[src/hdl/bfra_pkg.sv]
// ----------------------------------------------------------------------------
// bfra_pkg
// Types, constants and helper functions shared by the allocator modules.
// ----------------------------------------------------------------------------
package bfra_pkg;

    localparam int MAX_TYPES = 16;
    localparam int MAX_UNITS = 64;

    // index counter holds 0..MAX_TYPES, entry address within a class is narrower
    localparam int IDX_W = $clog2(MAX_TYPES + 1);
    localparam int POS_W = (MAX_TYPES > 1) ? $clog2(MAX_TYPES) : 1;
    localparam int TAB_DEPTH = 2 * (2 ** POS_W);

    localparam logic [2:0] OP_ADD  = 3'd0;
    localparam logic [2:0] OP_FIND = 3'd1;
    localparam logic [2:0] OP_TAKE = 3'd2;
    localparam logic [2:0] OP_GIVE = 3'd3;
    localparam logic [2:0] OP_READ = 3'd4;

    localparam logic [2:0] ST_OK     = 3'd0;
    localparam logic [2:0] ST_NOFIT  = 3'd1;
    localparam logic [2:0] ST_ABSENT = 3'd2;
    localparam logic [2:0] ST_FULL   = 3'd3;
    localparam logic [2:0] ST_EMPTY  = 3'd4;

    typedef logic [MAX_UNITS-1:0] t_map;

    typedef struct packed {
        logic [7:0]  key;
        logic [31:0] mem;
        logic [31:0] pwr;
        logic [31:0] rate;
        t_map        map;
    } t_entry;

    typedef enum logic [2:0] {
        S_IDLE, S_DECODE, S_RD, S_EV, S_SH_RD, S_SH_WR, S_INSERT, S_DONE
    } t_state;

    typedef enum logic [1:0] {
        RK_PLAIN, RK_FIT, RK_TAKE, RK_ATTR
    } t_rkind;

    typedef struct packed {
        logic       in_ready;
        logic       idx_clr;
        logic       idx_inc;
        logic       idx_dec;
        logic       idx_to_n;
        logic       pos_save;
        logic       rd_scan;
        logic       rd_shift;
        logic       wr_shift;
        logic       wr_take;
        logic       wr_give;
        logic       wr_new;
        logic       n_inc;
        logic       nz_inc;
        logic       nz_dec;
        logic       res_load;
        t_rkind     res_kind;
        logic [2:0] res_status;
        logic       out_load;
    } t_cmd;

    typedef struct packed {
        logic       in_valid;
        logic [2:0] op;
        logic       cnt_zero;
        logic       full;
        logic       at_n;
        logic       at_pos;
        logic       key_match;
        logic       fit_ok;
        logic       ins_here;
        logic       map_zero;
        logic       map_one;
        logic       unit_ok;
        logic       out_free;
    } t_stat;

    function automatic t_map unit_mask(input logic [6:0] cnt);
        t_map m;
        for (int i = 0; i < MAX_UNITS; i++) begin
            m[i] = (7'(i) < cnt);
        end
        return m;
    endfunction

    function automatic logic [5:0] top_unit(input t_map m);
        logic [5:0] r;
        r = 6'd0;
        for (int i = 0; i < MAX_UNITS; i++) begin
            if (m[i]) r = 6'(i);
        end
        return r;
    endfunction

endpackage

[src/hdl/bfra_ctrl.sv]
// ----------------------------------------------------------------------------
// bfra_ctrl
// Sequencer: scans the sorted entries, shifts for insertion, issues results.
// ----------------------------------------------------------------------------
module bfra_ctrl
    import bfra_pkg::*;
(
    input  logic  i_clk,
    input  logic  i_rst_n,
    input  t_stat i_stat,
    output t_cmd  o_cmd
);

    t_state r_state, n_state;

    always_ff @(posedge i_clk) begin
        if (!i_rst_n) r_state <= S_IDLE;
        else          r_state <= n_state;
    end

    always_comb begin
        n_state = r_state;
        case (r_state)
            S_IDLE: begin
                if (i_stat.in_valid) n_state = S_DECODE;
            end
            S_DECODE: begin
                case (i_stat.op)
                    OP_ADD: begin
                        if (i_stat.cnt_zero || i_stat.full) n_state = S_DONE;
                        else                                n_state = S_RD;
                    end
                    OP_FIND, OP_TAKE, OP_GIVE, OP_READ: n_state = S_RD;
                    default: n_state = S_DONE;
                endcase
            end
            S_RD: begin
                if (i_stat.at_n) n_state = (i_stat.op == OP_ADD) ? S_SH_RD : S_DONE;
                else             n_state = S_EV;
            end
            S_EV: begin
                case (i_stat.op)
                    OP_ADD:  n_state = i_stat.ins_here ? S_SH_RD : S_RD;
                    OP_FIND: n_state = i_stat.fit_ok ? S_DONE : S_RD;
                    default: n_state = i_stat.key_match ? S_DONE : S_RD;
                endcase
            end
            S_SH_RD: n_state = i_stat.at_pos ? S_INSERT : S_SH_WR;
            S_SH_WR: n_state = S_SH_RD;
            S_INSERT: n_state = S_DONE;
            S_DONE: begin
                if (i_stat.out_free) n_state = S_IDLE;
            end
            default: n_state = S_IDLE;
        endcase
    end

    always_comb begin
        o_cmd = '0;
        o_cmd.res_kind   = RK_PLAIN;
        o_cmd.res_status = ST_OK;
        case (r_state)
            S_IDLE: o_cmd.in_ready = 1'b1;
            S_DECODE: begin
                case (i_stat.op)
                    OP_ADD: begin
                        if (i_stat.cnt_zero) begin
                            o_cmd.res_load = 1'b1;
                        end else if (i_stat.full) begin
                            o_cmd.res_load   = 1'b1;
                            o_cmd.res_status = ST_FULL;
                        end else begin
                            o_cmd.idx_clr = 1'b1;
                        end
                    end
                    OP_FIND, OP_TAKE, OP_GIVE, OP_READ: o_cmd.idx_clr = 1'b1;
                    default: o_cmd.res_load = 1'b1;
                endcase
            end
            S_RD: begin
                if (i_stat.at_n) begin
                    case (i_stat.op)
                        OP_ADD: o_cmd.pos_save = 1'b1;
                        OP_FIND: begin
                            o_cmd.res_load   = 1'b1;
                            o_cmd.res_status = ST_NOFIT;
                        end
                        default: begin
                            o_cmd.res_load   = 1'b1;
                            o_cmd.res_status = ST_ABSENT;
                        end
                    endcase
                end else begin
                    o_cmd.rd_scan = 1'b1;
                end
            end
            S_EV: begin
                case (i_stat.op)
                    OP_ADD: begin
                        if (i_stat.ins_here) begin
                            o_cmd.pos_save = 1'b1;
                            o_cmd.idx_to_n = 1'b1;
                        end else begin
                            o_cmd.idx_inc = 1'b1;
                        end
                    end
                    OP_FIND: begin
                        if (i_stat.fit_ok) begin
                            o_cmd.res_load = 1'b1;
                            o_cmd.res_kind = RK_FIT;
                        end else begin
                            o_cmd.idx_inc = 1'b1;
                        end
                    end
                    OP_TAKE: begin
                        if (!i_stat.key_match) begin
                            o_cmd.idx_inc = 1'b1;
                        end else if (i_stat.map_zero) begin
                            o_cmd.res_load   = 1'b1;
                            o_cmd.res_status = ST_EMPTY;
                        end else begin
                            o_cmd.wr_take  = 1'b1;
                            o_cmd.nz_dec   = i_stat.map_one;
                            o_cmd.res_load = 1'b1;
                            o_cmd.res_kind = RK_TAKE;
                        end
                    end
                    OP_GIVE: begin
                        if (i_stat.key_match) begin
                            o_cmd.wr_give  = i_stat.unit_ok;
                            o_cmd.nz_inc   = i_stat.unit_ok && i_stat.map_zero;
                            o_cmd.res_load = 1'b1;
                        end else begin
                            o_cmd.idx_inc = 1'b1;
                        end
                    end
                    OP_READ: begin
                        if (i_stat.key_match) begin
                            o_cmd.res_load = 1'b1;
                            o_cmd.res_kind = RK_ATTR;
                        end else begin
                            o_cmd.idx_inc = 1'b1;
                        end
                    end
                    default: o_cmd.idx_inc = 1'b1;
                endcase
            end
            S_SH_RD: o_cmd.rd_shift = !i_stat.at_pos;
            S_SH_WR: begin
                o_cmd.wr_shift = 1'b1;
                o_cmd.idx_dec  = 1'b1;
            end
            S_INSERT: begin
                o_cmd.wr_new   = 1'b1;
                o_cmd.n_inc    = 1'b1;
                o_cmd.nz_inc   = 1'b1;
                o_cmd.res_load = 1'b1;
            end
            S_DONE: o_cmd.out_load = i_stat.out_free;
            default: ;
        endcase
    end

endmodule

[config.mk]
export PLATFORM = sky130hd
export DESIGN_NAME = bfra_ctrl
export DESIGN_NICKNAME = d
export VERILOG_FILES = /design/src/hdl/bfra_pkg.sv /design/src/hdl/bfra_ctrl.sv
export SDC_FILE = /design/constraint.sdc
export NUM_CORES = 1
export LEC_CHECK = 0
export BUFFER_PORTS_ARGS = -buffer_cell sky130_fd_sc_hd__buf_2
export CAP_MARGIN = 25
export CORE_MARGIN = 3
export CORE_UTILIZATION = 43
export CTS_BUF_LIST = sky130_fd_sc_hd__clkbuf_4
export DETAILED_ROUTE_END_ITERATION = 8
export PLACE_DENSITY = 0.87
export SLEW_MARGIN = 0
export SYNTH_ARGS = -nofsm -noshare
export SYNTH_HDL_FRONTEND = slang
export SYNTH_SLANG_ARGS = --single-unit
[constraint.sdc]
create_clock -name i_clk -period 1.5 [get_ports i_clk]
set_input_delay 0.225 -clock i_clk [delete_from_list [all_inputs] [get_ports i_clk]]
set_output_delay 0.225 -clock i_clk [all_outputs]
set_load 0.005 [all_outputs]
=== Word level (Yosys, flattened, before mapping) ===
Cells that the tools add are included.
W data, S select, Z words.

* Flip-flop bits (word level): 3
* Input port bits: 17
* Output and inout bits: 22
* Logic and storage cells: 90

* Equal/unequal tests: 13
* Muxes and demuxes: 68
* Reductions and logical operators: 8

{| class="wikitable"
|+ Operators with widths
! cell !! count
|-
| $mux W3 || 11
|-
| $mux W1 || 31
|-
| $mux W2 || 12
|-
| $pmux W3 S8 || 1
|-
| $eq A3 B3 Y1 const B || 5
|-
| $eq A3 B2 Y1 const B || 4
|-
| $pmux W3 S2 || 2
|-
| $pmux W3 S3 || 1
|-
| $pmux W1 S2 || 4
|-
| $pmux W1 S4 || 2
|-
| $mux W7 || 1
|-
| $eq A3 B1 Y1 const B || 2
|-
| $logic_not A3 Y1 || 2
|-
| $pmux W2 S3 || 1
|-
| $ne A2 B2 Y1 const B || 2
|-
| $pmux W2 S2 || 1
|-
| $reduce_or A4 Y1 || 1
|-
| $pmux W1 S3 || 1
|-
| $reduce_or A3 Y1 || 1
|-
| $reduce_and A2 Y1 || 1
|-
| $logic_and A1 B1 Y1 || 1
|-
| $logic_not A1 Y1 || 1
|-
| $logic_or A1 B1 Y1 || 1
|}

=== Longest topological paths before layout ===
Gate-level depths: netlist of run 1.

* Depth in word-level cells: 4
* Gate-level depth with buffers: 5
* Mapped depth without buffers: 4

=== Least setup slack after synthesis of run 1 ===
No wires, ideal clock.

* Path kind: register to output
* Start: reg r_state[1]
* End: out o_cmd[1] (netlist bit)
* Data arrival time: 1.090 ns
* Required time: 1.275 ns
* Path slack: 0.185 ns
* Stages on the path, launching flop included: 6
* Buffers on the path: 1
* Path through: dfxtp_1 -> buf_6 -> nor3b_4 -> nor4bb_1 -> a21oi_1 -> nor3_2

{| class="wikitable"
|+ RTL lines
! what !! RTL line !! RTL
|-
| from (decl) || bfra_ctrl.sv:14 || <nowiki>t_state r_state, n_state;</nowiki>
|-
| from (signal assigned) || bfra_ctrl.sv:18 || <nowiki>else r_state <= n_state;</nowiki>
|-
| to (decl) || bfra_ctrl.sv:11 || <nowiki>output t_cmd o_cmd</nowiki>
|}

==> metrics.csv, run 1 <==
stage,metric,value,unit
cells_and_area,Finished Core Util,74.6,%
outcome,failing checks,setup timing,
synthesis,top_reg_cell synth,dfxtp_1,
outcome,status,finished with violations,
worst_setup_path,reg-to-reg startpoint,r_state[0],
timing,WHS,0.244,ns
timing,relative slew slack,77.4,%
power_and_ir_drop,NetSw,0.526,mW
min_path,Hold Path End,r_state[0],
power_and_ir_drop,Seq pwr share,15.4,%
timing,final setup fails,8,
floorplan,die height,43.8,um
cells_and_area,layout cells sized above 1,55.6,%
synthesis,"EDFF count, synth",0,
routing,Routed WL per cell,14.4,um
timing,Worst Slack Setup Final,-0.208,ns
cts,CTS Hold Bufs,0,
floorplan,Initial Util,46.7,%
min_path,Hold Crit Class,in -> reg,
worst_setup_path,R2R cell count,5,
placement,HPWL Detailed,1.57,mm
min_path,hold_sp,i_rst_n,
cells_and_area,synth-to-layout area growth,59.8,%
cts,CTS Sinks,3,
floorplan,Ports,39,
global_routing,vias in the first global route,801,
cells_and_area,Largest regs,r_state: 3 flops,
synthesis,Cell variety after synth,37,
synthesis,Post-synth ARST share,0,%
global_routing,Tot GR Track Use,22.8,%
placement,GPL Wtd Cong,0.829,
worst_setup_path,critical path peak fanout,4,
timing,Tmin final,1.71,ns
worst_setup_path,"Req. time, crit path",1.27,ns
synthesis,syn_nets,106,
synthesis,Netlist Area Pre-Place,616,um^2
timing,clk_skew,0.00427,ns
cells_and_area,Final Net Count,153,
routing,Routed Antenna Nets,0,
worst_setup_path,RR Endpoint,r_state[1],
cts,"Clk pin slew, worst setup/hold paths",0.04,ns
worst_setup_path,crit start category,flop,
worst_setup_path,CP Capture Type,primary output,
routing,Initial DRC Count,16,
cts,CTS tree,built,
power_and_ir_drop,Switching Fraction,43.0,%
synthesis,"Avg Cell Area, Syn",6.92,um^2
floorplan,Die ar.,1920,um^2
global_routing,largest net degree at the start of global routing,13,
power_and_ir_drop,Int Power,0.698,mW
global_routing,first-pass GRT wire length,3.39,mm
placement,Port Buf Inserts,38,
routing,Routed WL,2.16,mm
timing,fin. max-slew vios,0,
power_and_ir_drop,Power Density,1240,nW/um^2
floorplan,Die X,43.8,um
routing,drt via density,5.89,
min_path,hold path depth,3,
synthesis,synthesis-stage register bit count,3,
routing,DRC,0,
cells_and_area,number of diodes,0,
run,max-cap violations,0,
cells_and_area,Fill cells,99,
power_and_ir_drop,worst vdd ir,586,uV
power_and_ir_drop,clock power share,13.1,%
cts,H-tree depth,1,
global_routing,final global-route overflow total,0,
synthesis,"Warnings, synthesis",0,
routing,First-pass DRT Iterations,4,
power_and_ir_drop,Leak Pwr,0.507,nW
power_and_ir_drop,combinational share of power,71.6,%
routing,vias,883,
synthesis,register area share after synthesis,9.76,%
global_routing,antenna violations before repair,0,
cts,CTS buffer count,3,
synthesis,cells after synthesis,89,
cts,"Clk Latency, worst-skew pair",0.23,ns
cells_and_area,max reg flops,3,
timing,Fin. Hold Viols,0,
timing,period utilization,114,%
floorplan,core area,1320,um^2
cts,CTS max path bufs,2,
cts,CTS root buf,clkbuf_4,
timing,setup_tns,-0.853,ns
worst_setup_path,CP Class,reg -> out,
placement,Place WS,-0.0148,ns
cells_and_area,Biggest register,r_state,
timing,RSZ-0062 raised after global routing,true,
worst_setup_path,CP arrival,1.48,ns
timing,Worst Tran Pin Value,0.337,ns
floorplan,row cnt,13,
worst_setup_path,R2R setup slack,0.24,ns
timing,Max Freq,586,MHz
power_and_ir_drop,total power,1.22,mW
## layout make-up
class	count	area [um^2]	area share, %
Multi-Input combinational cell	72	551	56.0
Clock buffer	4	30.0	3.05
Timing Repair Buffer	51	299	30.4
Sequential cell	3	66.3	6.74
Inverter	5	18.8	1.91
Tap cell	15	18.8	1.91
## how the worst max path moves through the flow
| stage | startpoint | end | slack (ns) |
|---|---|---|---|
| 2_1_floorplan | r_state[1] | o_cmd[1] | 0.19 |
| 3_3_place_gp | r_state[0] | o_cmd[5] | 0.008 |
| 3_5_place_dp | r_state[0] | o_cmd[5] | -0.01 |
| 4_1_cts | r_state[1] | o_cmd[1] | -0.19 |
| 5_1_grt | r_state[1] | o_cmd[1] | -0.26 |
| 6_report | r_state[1] | o_cmd[1] | -0.21 |
## layer usage
metal	track usage, %	share of wire (%)
met1	25.4	39
met2	41.9	51
met3	3.32	8.6
met4	10.2	1.2
met5	0	0
## what timing repair did
action	4_1_cts	5_1_grt
endpoints found under the setup margin	15	16
setup buffers	1	0
gates resized for setup	15	7
pin swaps	4	1
## worst max-delay path, stage by stage, from the launching register on
cell	delay, ns
dfxtp_4	0.36
buf_6	0.12
nor3b_4	0.20
nor4bb_4	0.25
a21oi_1	0.08
nor3_2	0.11
buf_2	0.13
## power by group through the flow
stage               clock (mW)  combinational [mW]  sequential [mW]
floorplan                    0               0.450            0.157
global placement             0               0.702            0.160
detailed placement           0               0.720            0.166
CTS                      0.168               0.815            0.186
global route             0.178               0.950            0.193
finish                   0.160               0.876            0.188
## cell usage after synthesis (2+ instances only)
cell type	instances	area share (%)
nand3_1	2	1.6
o21ai_0	2	1.6
nor3_1	6	4.9
a21oi_1	8	6.5
buf_2	3	2.4
nand2_1	10	6.1
and2_1	2	2.0
and2b_1	2	2.4
nor3_2	2	3.3
nand3b_1	2	2.4
a311oi_1	2	2.8
nor2_1	6	3.7
inv_1	4	2.4
nand2b_1	2	2.0
buf_4	5	6.1
nor3b_1	2	2.4
dfxtp_1	3	9.8
a21o_1	4	4.9
a31oi_1	4	4.1
## cells in the final DEF (no fill, tap or decap), types with 2 or more instances in the layout
cell	count
buf_2	38
a311oi_1	2
and2_1	2
and2b_1	2
buf_6	3
nor3b_4	2
inv_1	4
nor2_1	4
nand2_1	10
a21oi_1	8
clkbuf_4	4
nor3_2	3
a31oi_1	4
o21ai_0	2
dfxtp_2	2
nor3_1	5
buf_4	10
nor3b_2	2
nand3b_1	2
a21o_1	4
## per-stage QoR
step | cells | instance area (um^2)
2_1_floorplan | 89 | 616
3_3_place_gp | 145 | 851
3_5_place_dp | 145 | 851
4_1_cts | 150 | 945
5_1_grt | 150 | 983
6_report | 150 | 983
## kinds of logic (layout without fill, tap and decap cells)
logic type	Yosys count	count (layout)	synth area share [%]
AND/OR/NAND/NOR	45	45	47.4
AO/OA/AOI/OAI	26	26	27.8
buffers and inverters	14	60	13.4
flip-flops	3	3	9.76
multiplexers	1	1	1.63
(Power assumes the default switching activity.)
==> run 2: changes to the inputs <==
--- a/config.mk
+++ b/config.mk
@@ -12,6 +12,7 @@
 export CTS_BUF_LIST = sky130_fd_sc_hd__clkbuf_4
 export DETAILED_ROUTE_END_ITERATION = 8
 export PLACE_DENSITY = 0.87
+export RECOVER_POWER = 50
 export SLEW_MARGIN = 0
 export SYNTH_ARGS = -nofsm -noshare
 export SYNTH_HDL_FRONTEND = slang
==> metrics.csv, run 2 (same netlist as run 1, synthesis figures left out) <==
stage,metric,value,unit
placement,Port Buf Inserts,38,
routing,First-pass DRT Iterations,4,
timing,clk_skew,0.00363,ns
global_routing,vias in the first global route,801,
global_routing,largest net degree at the start of global routing,13,
power_and_ir_drop,clock power share,13.2,%
worst_setup_path,"Cell Chain, Critical Path",buf_6 -> nor3b_4 -> nor4bb_4 -> a21oi_1 -> nor3_2 -> buf_2,
cells_and_area,max reg flops,3,
worst_setup_path,CP bufs+invs,2,
timing,Fin. Hold Viols,0,
power_and_ir_drop,Int Power,0.687,mW
run,max-cap violations,0,
cells_and_area,Final Net Count,153,
timing,WHS,0.245,ns
power_and_ir_drop,total power,1.21,mW
floorplan,row cnt,13,
cells_and_area,most frequent cells in the layout,"37 x buf_2, 10 x nand2_1, 9 x buf_4",
cts,"Clk Latency, worst-skew pair",0.23,ns
cells_and_area,Largest regs,r_state: 3 flops,
worst_setup_path,"Req. time, crit path",1.27,ns
power_and_ir_drop,NetSw,0.524,mW
min_path,hold_sp,i_rst_n,
worst_setup_path,CP Class,reg -> out,
global_routing,first-pass GRT wire length,3.39,mm
floorplan,core area,1320,um^2
floorplan,die height,43.8,um
floorplan,Ports,39,
cells_and_area,"commonest non-fill, non-tap cell in the layout",buf_2,
worst_setup_path,crit start category,flop,
routing,DRC,0,
worst_setup_path,"Slowest-stage cell, CP",dfxtp_4,
cts,H-tree depth,1,
cts,CTS tree,built,
global_routing,antenna violations before repair,0,
placement,HPWL Detailed,1.57,mm
worst_setup_path,Crit path largest cell delay,0.36,ns
cts,CTS Hold Bufs,0,
timing,Tmin final,1.71,ns
cts,CTS root buf,clkbuf_4,
outcome,status,finished with violations,
routing,Routed WL per cell,14.4,um
timing,Worst Slack Setup Final,-0.211,ns
cells_and_area,Fill cells,100,
timing,final setup fails,8,
worst_setup_path,CP Capture Type,primary output,
cells_and_area,synth-to-layout area growth,58.9,%
cts,"Clk pin slew, worst setup/hold paths",0.04,ns
timing,Worst Tran Pin Value,0.344,ns
power_and_ir_drop,Power Density,1240,nW/um^2
power_and_ir_drop,Switching Fraction,43.3,%
outcome,failing checks,setup timing,
timing,RSZ-0062 raised after global routing,true,
power_and_ir_drop,worst vdd ir,585,uV
placement,Place WS,-0.0148,ns
routing,vias,864,
floorplan,Die X,43.8,um
cells_and_area,Biggest register,r_state,
min_path,Hold Crit Class,in -> reg,
worst_setup_path,critical path peak fanout,4,
timing,fin. max-slew vios,0,
floorplan,Die ar.,1920,um^2
routing,drt via density,5.76,
cts,CTS Sinks,3,
timing,Max Freq,585,MHz
cells_and_area,number of diodes,0,
routing,Initial DRC Count,15,
timing,relative slew slack,76.9,%
cts,CTS max path bufs,2,
cts,CTS buffer count,3,
cells_and_area,layout cells sized above 1,54.1,%
routing,Routed WL,2.15,mm
worst_setup_path,CP arrival,1.49,ns
worst_setup_path,CP top delay family,simple AND/OR/NAND/NOR gates,
cells_and_area,Finished Core Util,74.3,%
power_and_ir_drop,Leak Pwr,0.499,nW
power_and_ir_drop,Seq pwr share,15.6,%
global_routing,final global-route overflow total,0,
placement,placed insts,145,
placement,GPL Wtd Cong,0.829,
routing,Routed Antenna Nets,0,
global_routing,Tot GR Track Use,22.8,%
cells_and_area,Post-Layout Cell Count,150,
power_and_ir_drop,combinational share of power,71.3,%
floorplan,Initial Util,46.7,%
worst_setup_path,reg-to-reg startpoint,r_state[1],
worst_setup_path,Critical Path Source,r_state[1],
timing,period utilization,114,%
-- run 2: changes by cell type in the layout (fill, tap and decap cells not counted), sizes merged --
cell / change
clkbuf: +2
buf: -2
-- run 2: final timing paths --
path	endpoint	slack [ns]	cells after the start
max	o_cmd[1]	-0.21	6
min reg2reg	r_state[0]	0.77	3
max reg2reg	r_state[2]	0.20	6
min	r_state[0]	0.24	3
-- run 2: power groups by stage --
| stage | combinational [mW] | sequential (mW) | clock (mW) |
|---|---|---|---|
| 6_report | 0.863 | 0.189 | 0.160 |
| 5_1_grt | 0.939 | 0.193 | 0.178 |
| 4_1_cts | 0.815 | 0.186 | 0.168 |
| 3_5_place_dp | 0.720 | 0.166 | 0 |
| 3_3_place_gp | 0.702 | 0.160 | 0 |
| 2_1_floorplan | 0.450 | 0.157 | 0 |
-- run 2: layout make-up --
cell class              count  area, um^2  area share (%)
multi-input cells          72         551            56.3
repair buffers             51         294            30.1
flip-flops and latches      3        66.3            6.78
clock buffers               4        30.0            3.07
inverters                   5        18.8            1.92
well taps                  15        18.8            1.92
-- run 2: through the flow --
step / TNS, ns / cell area [um^2]
4_1_cts: -0.896 / 945
6_report: -0.815 / 978
3_3_place_gp: 0 / 851
5_1_grt: -1.66 / 978
3_5_place_dp: -0.0148 / 851
2_1_floorplan: 0 / 616
-- run 2: layer usage --
| layer | GRT usage (%) | part of all wire [%] |
|---|---|---|
| met1 | 25.4 | 40 |
| met2 | 41.9 | 51 |
| met3 | 3.32 | 7.8 |
| met4 | 10.2 | 2.0 |
| met5 | 0 | 0 |
-- run 2: what timing repair did --
action,4_1_cts,5_1_grt
pin swaps,4,1
endpoints found under the setup margin,15,16
buffers inserted,1,0
gates cloned,0,0
resized for setup,15,7
-- run 2: tightest hold or removal path: stages --
cell	delay (ns)
buf_2	0.11
o41ai_1	0.06
a31oi_1	0.04
==> run 3: changes to the inputs <==
--- a/config.mk
+++ b/config.mk
@@ -11,7 +11,7 @@
 export CORE_UTILIZATION = 43
 export CTS_BUF_LIST = sky130_fd_sc_hd__clkbuf_4
 export DETAILED_ROUTE_END_ITERATION = 8
-export PLACE_DENSITY = 0.87
+export PLACE_DENSITY = 0.8
 export RECOVER_POWER = 50
 export SLEW_MARGIN = 0
 export SYNTH_ARGS = -nofsm -noshare
==> metrics.csv, run 3 (same netlist as run 1, synthesis figures left out) <==
stage,metric,value,unit
outcome,status,finished with violations,
outcome,failing checks,setup timing,
worst_setup_path,critical path peak fanout,3,
cells_and_area,max reg flops,3,
global_routing,Tot GR Track Use,25.8,%
floorplan,core area,1320,um^2
power_and_ir_drop,worst vdd ir,1040,uV
timing,RSZ-0062 raised after global routing,true,
cts,CTS root buf,clkbuf_4,
power_and_ir_drop,combinational share of power,75.3,%
cts,CTS Sinks,3,
power_and_ir_drop,Switching Fraction,43.0,%
timing,period utilization,107,%
floorplan,Ports,39,
cts,CTS max path bufs,2,
cts,"Clk pin slew, worst setup/hold paths",0.04,ns
cells_and_area,most frequent cells in the layout,"36 x buf_2, 10 x buf_4, 9 x nand2_1",
cts,CTS Hold Bufs,0,
routing,Initial DRC Count,29,
min_path,Hold Crit Class,in -> reg,
placement,dpl cell area,843,um^2
floorplan,die height,43.8,um
cells_and_area,Final Net Count,159,
placement,placed insts,144,
timing,Tmin final,1.61,ns
cells_and_area,Largest regs,r_state: 3 flops,
cells_and_area,number of diodes,0,
timing,relative slew slack,79.4,%
global_routing,final global-route overflow total,0,
floorplan,Die X,43.8,um
global_routing,largest net degree at the start of global routing,13,
cells_and_area,Biggest register,r_state,
run,max-cap violations,0,
floorplan,row cnt,13,
timing,Fin. Hold Viols,0,
floorplan,Initial Util,46.7,%
floorplan,Die ar.,1920,um^2
global_routing,antenna violations before repair,0,
placement,HPWL Detailed,1.59,mm
worst_setup_path,"Req. time, crit path",1.27,ns
global_routing,vias in the first global route,848,
worst_setup_path,CP arrival,1.39,ns
power_and_ir_drop,clock power share,10.8,%
cells_and_area,Fill cells,76,
routing,DRC,0,
placement,Port Buf Inserts,38,
cells_and_area,"commonest non-fill, non-tap cell in the layout",buf_2,
cells_and_area,layout cells sized above 1,60.3,%
timing,Worst Tran Pin Value,0.307,ns
power_and_ir_drop,Seq pwr share,13.8,%
timing,final setup fails,8,
worst_setup_path,CP Class,reg -> out,
cells_and_area,synth-to-layout area growth,79.9,%
worst_setup_path,crit start category,flop,
routing,Routed WL,2.47,mm
cts,CTS buffer count,3,
global_routing,first-pass GRT wire length,3.80,mm
power_and_ir_drop,Int Power,0.796,mW
power_and_ir_drop,Power Density,1260,nW/um^2
power_and_ir_drop,Leak Pwr,0.560,nW
placement,GPL Wtd Cong,0.809,
cells_and_area,post-route cell area,1110,um^2
worst_setup_path,CP Capture Type,primary output,
timing,Worst Slack Setup Final,-0.110,ns
routing,Routed WL per cell,15.8,um
routing,vias,927,
cells_and_area,Post-Layout Cell Count,156,
cts,"Clk Latency, worst-skew pair",0.22,ns
timing,fin. max-slew vios,0,
routing,drt via density,5.94,
cts,CTS tree,built,
routing,Routed Antenna Nets,0,
routing,First-pass DRT Iterations,4,
timing,Max Freq,621,MHz
timing,clk_skew,0.00162,ns
cts,H-tree depth,1,
power_and_ir_drop,NetSw,0.601,mW
[run 3: stage by stage]
step	total power [mW]	worst slack [ns]	utilization, %	TNS (ns)	hold WS, ns
after detailed placement	0.836	-0.0612	64.0	-0.0868	0.494
after global placement	0.815	0.0382	64.0	0	0.478
after global routing	1.49	-0.193	84.0	-1.29	0.266
final	1.40	-0.110	84.0	-0.486	0.263
after floorplan	0.607	0.185	-	0	0.348
after CTS	1.31	-0.108	81.0	-0.283	0.251
[run 3: cell type report]
| cell class | count | area [um^2] | share of cell area, % |
|---|---|---|---|
| Clock buffer | 4 | 30.0 | 2.71 |
| Inverter | 5 | 18.8 | 1.69 |
| Multi-Input combinational cell | 72 | 591 | 53.3 |
| Sequential cell | 3 | 71.3 | 6.44 |
| Tap cell | 15 | 18.8 | 1.69 |
| Timing Repair Buffer | 57 | 378 | 34.1 |
[run 3: timing repair]
action | in CTS | in global routing
endpoints found under the setup margin | 16 | 18
buffers inserted | 8 | 1
gates resized for setup | 30 | 9
endpoints found under the hold margin | 0 | 0
pin swaps | 10 | 2
[run 3: power groups by stage]
stage	combinational (mW)	sequential [mW]	clock, mW
after global routing	1.12	0.197	0.167
after detailed placement	0.657	0.178	0
after floorplan	0.450	0.157	0
final	1.05	0.193	0.151
after global placement	0.642	0.173	0
after CTS	0.968	0.186	0.154
[run 3: critical path, stage by stage, from the launching register on]
cell,delay [ns]
dfxtp_4,0.37
buf_12,0.12
nand2b_4,0.07
nor3b_4,0.22
a21oi_1,0.12
nor3_2,0.12
buf_2,0.13
[run 3: final timing paths]
kind                                 start          to  slack, ns  depth (start not counted)
worst min register to register  r_state[2]  r_state[0]       0.80                          3
worst min-delay path               i_rst_n  r_state[0]       0.26                          3
worst max-delay path            r_state[1]    o_cmd[1]      -0.11                          6
worst max register to register  r_state[1]  r_state[0]       0.04                          8
[run 3: routing by layer]
layer  vias to the layer above  routed length (um)  global-route usage [%]
met5                         -                   0                       0
met3                         2                 178                    2.07
met2                        53                1290                    45.3
met4                         0                  11                    5.42
met1                       436                 988                    34.0
li1                        436                   -                       -
